### config.mk
export PLATFORM = sky130hd
export DESIGN_NAME = bitmap_block_allocator_top
export DESIGN_NICKNAME = d
export VERILOG_FILES = /design/src/hw/rtl/bba_pkg.sv /design/src/hw/rtl/bba_ram.sv /design/src/hw/rtl/bitmap_block_allocator_top.sv
export SDC_FILE = /design/constraint.sdc
export NUM_CORES = 2
export LEC_CHECK = 0
export BUFFER_PORTS_ARGS = -buffer_cell sky130_fd_sc_hd__buf_2
export CORE_MARGIN = 1
export CORE_UTILIZATION = 59
export CTS_BUF_LIST = sky130_fd_sc_hd__clkbuf_4 sky130_fd_sc_hd__clkbuf_8
export CTS_CLUSTER_DIAMETER = 60
export CTS_CLUSTER_SIZE = 10
export DETAILED_ROUTE_END_ITERATION = 12
export PLACE_DENSITY_LB_ADDON = 0.3
export RECOVER_POWER = 100
export SLEW_MARGIN = 10
export SYNTH_ARGS = -nofsm -noshare
export SYNTH_HDL_FRONTEND = slang
export SYNTH_SLANG_ARGS = --single-unit
### constraint.sdc
create_clock -name clk -period 4 [get_ports clk]
set_input_delay 0 -clock clk [delete_from_list [all_inputs] [get_ports clk]]
set_output_delay 0 -clock clk [all_outputs]
set_load 0.005 [all_outputs]
### src/hw/rtl/bba_pkg.sv
// Shared types and constants for the bitmap block allocator.
// Holds sizing, operation and status codes, and the request/response payloads.
// No dependencies.
package bba_pkg;

  localparam int BLOCK_COUNT = 1024;
  localparam int PTRS        = 16;
  localparam int MAX_RESULTS = 16;

  localparam int BLK_W   = 10;
  localparam int CNT_W   = 5;
  localparam int WORD_W  = 32;
  localparam int WORDS   = BLOCK_COUNT / WORD_W;
  localparam int WORD_AW = $clog2(WORDS);
  localparam int BIT_W   = $clog2(WORD_W);
  localparam int PTR_AW  = $clog2(PTRS);
  // Signed slot index: covers current_blocks + count and a step below zero.
  localparam int SLOT_W  = 7;

  typedef enum logic [1:0] {
    OP_ALLOC  = 2'd0,
    OP_FREE   = 2'd1,
    OP_GROW   = 2'd2,
    OP_SHRINK = 2'd3
  } op_t;

  typedef enum logic [1:0] {
    ST_OK      = 2'd0,
    ST_NOSPACE = 2'd1,
    ST_RANGE   = 2'd2,
    ST_NONE    = 2'd3
  } status_t;

  typedef struct packed {
    op_t              op;
    logic [BLK_W-1:0] block;
    logic [CNT_W-1:0] count;
    logic [CNT_W-1:0] current_blocks;
  } req_t;

  typedef struct packed {
    logic [BLK_W-1:0] block_number;
    status_t          status;
    logic             last;
  } rsp_t;

endpackage

### src/hw/rtl/bba_ram.sv
// Generic simple dual-port RAM: one write port, one read port, registered read.
// No dependencies.
module bba_ram #(
  parameter int WIDTH = 32,
  parameter int DEPTH = 32
) (
  input  logic                                        clk,
  input  logic                                        we,
  input  logic [((DEPTH > 1) ? $clog2(DEPTH) : 1)-1:0] waddr,
  input  logic [WIDTH-1:0]                            wdata,
  input  logic                                        re,
  input  logic [((DEPTH > 1) ? $clog2(DEPTH) : 1)-1:0] raddr,
  output logic [WIDTH-1:0]                            rdata
);

  logic [WIDTH-1:0] mem [DEPTH];

  always_ff @(posedge clk) begin
    if (we) begin
      mem[waddr] <= wdata;
    end
    if (re) begin
      rdata <= mem[raddr];
    end
  end

endmodule

### src/hw/rtl/bitmap_block_allocator_top.sv
// Top level of the bitmap block allocator: first-fit allocation over a
// word-organized used map in RAM plus a pointer table RAM. Uses bba_pkg, bba_ram.
//
//   channel | signals                  | payload
//   --------+--------------------------+--------------------------------------
//   request | req_valid, req_ready     | req  (op, block, count, current_blocks)
//   result  | rsp_valid, rsp_ready     | rsp  (block_number, status, last)
//
// One item at a time. Allocate steps FIND, AWR; free, CLWR; grow, per block,
// PCHK, FIND, AWR; shrink, per block, PCHK, PTRD, CLWR. Each block costs a
// read-modify-write of one used-map word on the map RAM's single read and
// write port. A summary register of full words picks the word to read, so no
// scan runs over the map. Reset clears per-word valid bits and the full
// summary at once; no clearing pass. A stalled result holds the sequencer; a
// new item is taken as soon as the last result sits in the output register.
module bitmap_block_allocator_top (
  input  logic          clk,
  input  logic          rst,
  input  logic          req_valid,
  output logic          req_ready,
  input  bba_pkg::req_t req,
  output logic          rsp_valid,
  input  logic          rsp_ready,
  output bba_pkg::rsp_t rsp
);
  import bba_pkg::*;

  typedef enum logic [2:0] {
    S_IDLE,
    S_FIND,
    S_AWR,
    S_PCHK,
    S_PTRD,
    S_CLWR,
    S_EMIT
  } state_t;

  state_t                   state;
  op_t                      op_q;
  logic [BLK_W-1:0]         blk_q;
  logic signed [SLOT_W-1:0] slot_q;
  logic [CNT_W-1:0]         rem_q;
  logic [WORD_AW-1:0]       widx_q;
  status_t                  emit_st_q;
  logic [BLK_W-1:0]         emit_blk_q;
  logic [WORDS-1:0]         valid_q;
  logic [WORDS-1:0]         full_q;

  logic                  accept;
  logic                  rsp_free;
  logic                  rsp_load;
  logic                  any_free;
  logic [WORD_AW-1:0]    free_word;
  logic [WORD_W-1:0]     map_rdata;
  logic [WORD_W-1:0]     alloc_word;
  logic [WORD_W-1:0]     set_word;
  logic [BIT_W-1:0]      zpos;
  logic [BLK_W-1:0]      alloc_blk;
  logic [WORD_AW-1:0]    clr_widx;
  logic [WORD_W-1:0]     clr_word;
  logic                  blk_inrange;
  logic                  req_inrange;
  logic                  slot_bad;
  logic [CNT_W-1:0]      cnt_sat;
  logic [BLK_W-1:0]      ptr_rdata;

  logic                  map_we;
  logic [WORD_AW-1:0]    map_waddr;
  logic [WORD_W-1:0]     map_wdata;
  logic                  map_re;
  logic [WORD_AW-1:0]    map_raddr;
  logic                  ptr_we;
  logic                  ptr_re;

  assign accept      = req_valid && req_ready;
  assign req_ready   = (state == S_IDLE);
  assign rsp_free    = !rsp_valid || rsp_ready;
  assign rsp_load    = rsp_free && ((state == S_AWR) || (state == S_CLWR) || (state == S_EMIT));
  assign any_free    = !(&full_q);
  assign blk_inrange = int'(blk_q) < BLOCK_COUNT;
  assign req_inrange = int'(req.block) < BLOCK_COUNT;
  assign slot_bad    = slot_q[SLOT_W-1] || (slot_q >= $signed(SLOT_W'(PTRS)));
  assign cnt_sat     = (req.count > CNT_W'(MAX_RESULTS)) ? CNT_W'(MAX_RESULTS) : req.count;

  // Lowest word with a free bit.
  always_comb begin
    free_word = '0;
    for (int i = WORDS - 1; i >= 0; i--) begin
      if (!full_q[i]) free_word = WORD_AW'(i);
    end
  end

  // Lowest free bit of the fetched word; a never-written word reads as all free.
  always_comb begin
    alloc_word = valid_q[widx_q] ? map_rdata : '0;
    zpos = '0;
    for (int i = WORD_W - 1; i >= 0; i--) begin
      if (!alloc_word[i]) zpos = BIT_W'(i);
    end
    set_word  = alloc_word | (WORD_W'(1) << zpos);
    alloc_blk = {widx_q, zpos};
  end

  always_comb begin
    clr_widx = blk_q[BIT_W +: WORD_AW];
    clr_word = (valid_q[clr_widx] ? map_rdata : '0)
             & ~(WORD_W'(1) << blk_q[BIT_W-1:0]);
  end

  // Memory port control
  always_comb begin
    map_re    = 1'b0;
    map_raddr = free_word;
    map_we    = 1'b0;
    map_waddr = widx_q;
    map_wdata = set_word;
    ptr_we    = 1'b0;
    ptr_re    = 1'b0;
    unique case (state)
      S_IDLE: begin
        map_re    = accept && (req.op == OP_FREE);
        map_raddr = req.block[BIT_W +: WORD_AW];
      end
      S_FIND: begin
        map_re = any_free;
      end
      S_AWR: begin
        map_we = rsp_free;
        ptr_we = rsp_free && (op_q == OP_GROW);
      end
      S_PCHK: begin
        ptr_re = (op_q == OP_SHRINK) && !slot_bad;
      end
      S_PTRD: begin
        map_re    = 1'b1;
        map_raddr = ptr_rdata[BIT_W +: WORD_AW];
      end
      S_CLWR: begin
        map_we    = rsp_free && blk_inrange;
        map_waddr = clr_widx;
        map_wdata = clr_word;
      end
      S_EMIT: begin
      end
      default: begin
      end
    endcase
  end

  bba_ram #(
    .WIDTH (WORD_W),
    .DEPTH (WORDS)
  ) u_map_ram (
    .clk   (clk),
    .we    (map_we),
    .waddr (map_waddr),
    .wdata (map_wdata),
    .re    (map_re),
    .raddr (map_raddr),
    .rdata (map_rdata)
  );

  bba_ram #(
    .WIDTH (BLK_W),
    .DEPTH (PTRS)
  ) u_ptr_ram (
    .clk   (clk),
    .we    (ptr_we),
    .waddr (slot_q[PTR_AW-1:0]),
    .wdata (alloc_blk),
    .re    (ptr_re),
    .raddr (slot_q[PTR_AW-1:0]),
    .rdata (ptr_rdata)
  );

  always_ff @(posedge clk) begin
    if (rst) begin
      state     <= S_IDLE;
      valid_q   <= '0;
      full_q    <= '0;
      rsp_valid <= 1'b0;
    end else begin
      if (rsp_load) rsp_valid <= 1'b1;
      else if (rsp_ready) rsp_valid <= 1'b0;
      unique case (state)
        S_IDLE: begin
          if (accept) begin
            op_q  <= req.op;
            rem_q <= cnt_sat;
            blk_q <= req.block;
            unique case (req.op)
              OP_ALLOC: state <= S_FIND;
              OP_FREE: begin
                if (req_inrange) begin
                  state <= S_CLWR;
                end else begin
                  emit_st_q  <= ST_RANGE;
                  emit_blk_q <= req.block;
                  state      <= S_EMIT;
                end
              end
              OP_GROW, OP_SHRINK: begin
                if (cnt_sat == '0) begin
                  emit_st_q  <= ST_NONE;
                  emit_blk_q <= '0;
                  state      <= S_EMIT;
                end else begin
                  if (req.op == OP_GROW) begin
                    slot_q <= (req.current_blocks == '0) ? '0
                            : $signed(SLOT_W'(req.current_blocks) - SLOT_W'(1));
                  end else begin
                    slot_q <= (req.current_blocks < CNT_W'(2)) ? '0
                            : $signed(SLOT_W'(req.current_blocks) - SLOT_W'(2));
                  end
                  state <= S_PCHK;
                end
              end
              default: state <= S_IDLE;
            endcase
          end
        end
        S_FIND: begin
          if (any_free) begin
            widx_q <= free_word;
            state  <= S_AWR;
          end else begin
            emit_st_q  <= ST_NOSPACE;
            emit_blk_q <= '0;
            state      <= S_EMIT;
          end
        end
        S_AWR: begin
          if (rsp_free) begin
            valid_q[widx_q]   <= 1'b1;
            full_q[widx_q]    <= &set_word;
            rsp.block_number  <= alloc_blk;
            rsp.status        <= ST_OK;
            rsp.last          <= (op_q == OP_ALLOC) || (rem_q == CNT_W'(1));
            if ((op_q == OP_GROW) && (rem_q != CNT_W'(1))) begin
              rem_q  <= rem_q - CNT_W'(1);
              slot_q <= slot_q + SLOT_W'(1);
              state  <= S_PCHK;
            end else begin
              state <= S_IDLE;
            end
          end
        end
        S_PCHK: begin
          if (slot_bad) begin
            emit_st_q  <= ST_RANGE;
            emit_blk_q <= '0;
            state      <= S_EMIT;
          end else if (op_q == OP_GROW) begin
            state <= S_FIND;
          end else begin
            state <= S_PTRD;
          end
        end
        S_PTRD: begin
          blk_q <= ptr_rdata;
          state <= S_CLWR;
        end
        S_CLWR: begin
          if (rsp_free) begin
            if (blk_inrange) begin
              valid_q[clr_widx] <= 1'b1;
              full_q[clr_widx]  <= 1'b0;
            end
            rsp.block_number <= blk_q;
            rsp.status       <= ST_OK;
            rsp.last         <= (op_q == OP_FREE) || (rem_q == CNT_W'(1));
            if ((op_q == OP_SHRINK) && (rem_q != CNT_W'(1))) begin
              rem_q  <= rem_q - CNT_W'(1);
              slot_q <= slot_q - SLOT_W'(1);
              state  <= S_PCHK;
            end else begin
              state <= S_IDLE;
            end
          end
        end
        S_EMIT: begin
          if (rsp_free) begin
            rsp.block_number <= emit_blk_q;
            rsp.status       <= emit_st_q;
            rsp.last         <= 1'b1;
            state            <= S_IDLE;
          end
        end
        default: state <= S_IDLE;
      endcase
    end
  end

endmodule
==> impl_metrics.ini <==
[outcome]
status = finished clean

[timing]
finalCritPeriodShare_pct = 95.2
setup_tns_ns = 0
setup_viol = 0
clock_skew_ns = 0.0687
fmax_mhz = 263
post-route-min-period_ns = 3.81
slew_headroom_pct = 18.1
worstMarginPinSlew_ns = 1.23
slew_viol_final = 0
hold_viol = 0

[worst_setup_path]
cp.required_ns = 4.80
cp.arrival_ns = 4.61
r2r-end = full_q[25]$_SDFFE_PP0P_
r2r_start = widx_q[2]$_DFFE_PP_
cp-start-kind = flip-flop
rrSetupSlack_ns = 0.19
cp-end-kind = flip-flop
r2r_cells = 15
path_class = flip-flop to flip-flop
critPathMaxFanout = 26

[die]
coreArea_um2 = 93600
die_area_um2 = 96100
start_util_pct = 59.8
core.rowCount = 112
fp.dieH_um = 310
dieWidth_um = 310
io_pins = 41

[yosys]
yosysWarnings = 0
synth_cell_types = 80
synth_ff_type = edfxtp_1
synth_edf_count = 1270
synth.avg_cell_area_um2 = 15.4
synthCells = 3626
syn-num-nets = 3663
yosys_register_bits = 1338
yosysSeqAreaShare_pct = 70.6
syn-cell-area_um2 = 55900
synthArstFlopShare_pct = 0

[cells_and_area]
layout-drive-gt1-share_pct = 22.4
stdcell_count = 5202
seq_area_um2 = 39500
syn_to_final_growth_pct = 12.3
fillCellCount = 6462
fin_util_pct = 67.1
fin_area_um2 = 62800
fin_nets = 3944
multiInputGateArea_um2 = 16000

[hold_path]
hold_path.startpoint = req[10]
hold_path.class = primary input to flip-flop
hold_path_depth = 3
min_to = blk_q[0]$_DFFE_PP_

[power]
peakVddDrop_mv = 0.367
p_leak_nw = 22.9
powerDensity_nw_per_um2 = 528

[clock_tree]
clock-root-buffer = clkbuf_8
cts_tree = done
cts_sinks = 1338
cts_buffer_depth = 3
clock_latency_ns = 0.88
clkTransAtPathRegs_ns = 0.08
cts-htree-levels = 4
cts-buffers-inserted = 153

[global_route]
gr-usage-met2_pct = 48.6
top_usage_layer = met2
grt_pass1_wl_um = 217000
gr-usage-all-layers_pct = 31.3
globalRouteMet1Util_pct = 44.3
overflow = 0
first_global_vias = 33333
grt_max_degree = 84
grtUsageMet3_pct = 6.09
grt_antenna_before_repair = 2

[placed_design]
dp_cells = 4951
io_buffers = 40
place_area_um2 = 59900
place.gp.congestion = 0.983
hpwl_um = 89800

[route]
ant_nets = 0
wire_per_inst_um = 28.6
routed_wirelength_um = 149000
vias = 34012
vias_per_cell = 6.54
drc = 0
drt_iter0_drc = 3770
drt_first_pass_iters = 6

[run]
timing.max_cap.violations = 0
## kinds of logic (layout without fill, tap and decap cells)
family                     Yosys count  in the layout  share of synthesized area, %
muxes                              607            607                          12.8
buffers and inverters              254            573                          1.75
and+or+nand+nor                    740            740                          6.00
AOI/OAI and AO/OA                  665            665                          8.42
DFF                               1338           1338                          70.6
xor gates and xnor gates            10             10                         0.157
other                                0              3                             0
adders and majority gates           12             12                         0.277
## registers in the layout, summed over array words and instances, names as in the netlist
register and flops:
blk_q 10, emit_st_q 2, full_q 32, op_q 2, rem_q 5, rsp 13
rsp_valid 1, slot_q 7, state 3, u_map_ram.mem 1024, u_map_ram.rdata 32, u_ptr_ram.mem 160
u_ptr_ram.rdata 10, valid_q 32, widx_q 5
## layer usage
layer  wire, µm  vias up
met1      62000    17389
met5          0        -
met2      69500     1517
met4       4890        0
li1           -    14809
met3      12600      297
## synth_stat cells, types with 13 or more instances
cell	number	area, µm²
a21o_1	40	300
a21oi_1	66	330
a22o_1	25	219
a22oi_1	21	158
a41oi_1	41	359
buf_1	32	120
clkbuf_1	182	683
dfxtp_1	68	1360
edfxtp_1	1270	38100
inv_1	28	105
mux2_2	267	3010
mux2i_1	279	2790
mux4_2	60	1350
nand2_1	352	1320
nand2b_1	13	81.3
nand3_1	35	175
nand3b_1	15	113
nand4_1	55	344
nor2_1	171	642
nor3_1	26	130
o211ai_1	264	1980
o21ai_0	84	420
o22ai_1	40	250
## cell type report
cell class | count | area share, %
Timing Repair Buffer | 352 | 5.08
Clock inverter | 17 | 0.219
Sequential cell | 1338 | 62.9
Multi-Input combinational cell | 2034 | 25.5
Antenna cell | 3 | 0.0119
Inverter | 28 | 0.167
Tap cell | 1254 | 2.50
Clock buffer | 176 | 3.67
## how the worst max path moves through the flow
stage / start / to / slack, ns / depth (start not counted)
final: widx_q[2]$_DFFE_PP_ / full_q[25]$_SDFFE_PP0P_ / 0.19 / 15
after detailed placement: widx_q[1]$_DFFE_PP_ / u_map_ram.mem[18][28]$_DFFE_PP_ / 0.15 / 11
after floorplan: state[2]$_SDFFE_PP0P_ / u_map_ram.mem[27][0]$_DFFE_PP_ / 0.01 / 11
after global placement: u_map_ram.rdata[16]$_DFFE_PP_ / full_q[26]$_SDFFE_PP0P_ / 0.13 / 12
after CTS: widx_q[1]$_DFFE_PP_ / u_map_ram.mem[12][28]$_DFFE_PP_ / 0.07 / 11
after global routing: widx_q[1]$_DFFE_PP_ / u_map_ram.mem[27][12]$_DFFE_PP_ / -0.002 / 11
## layout by cell type, fill, tap and decap left out, drive strengths merged, types with 37 or more instances in the layout
cell type	count
a21o	40
nand4	55
a21oi	66
edfxtp	1270
inv	37
o21ai	84
o211ai	264
mux4	60
a41oi	41
mux2	267
dfxtp	68
nand2	353
o22ai	40
buf	272
nor2	171
dlygate4sd3	48
clkbuf	208
mux2i	280
## where the power goes
part	total, mW	switching [mW]	internal, mW
Combinational	8.71	5.45	3.26
Clock	8.33	4.59	3.75
Sequential	16.1	0.435	15.7
## metrics by stage
step / worst slack, ns / hold WS [ns] / total power [mW]
final: 0.191 / 0.0690 / 33.2
after global routing: -0.00161 / 0.0582 / 34.3
after CTS: 0.0707 / 0.000743 / 33.2
after detailed placement: 0.152 / 0.218 / 24.9
after global placement: 0.128 / 0.222 / 25.0
after floorplan: 0.0143 / 0.0989 / 21.4
## what timing repair did
item                       in CTS  in global routing
setup endpoints to repair       0                 60
gates resized for setup         0                  7
hold endpoints to repair      124                  0
buffers inserted                0                  7
hold buffers                   48                  0
## critical path: stages (launching register included)
cell and delay (ns):
edfxtp_1 0.50, or3b_2 0.57, o22ai_1 0.18, or4_4 0.18, mux2_2 0.21, buf_4 0.33
o21ai_0 0.25, nor3_1 0.29, nand4_1 0.14, buf_4 0.18, buf_4 0.13, nor3_2 0.17
buf_4 0.21, buf_4 0.14, nand2_1 0.05, a21oi_1 0.18
(Power assumes the default switching activity.)
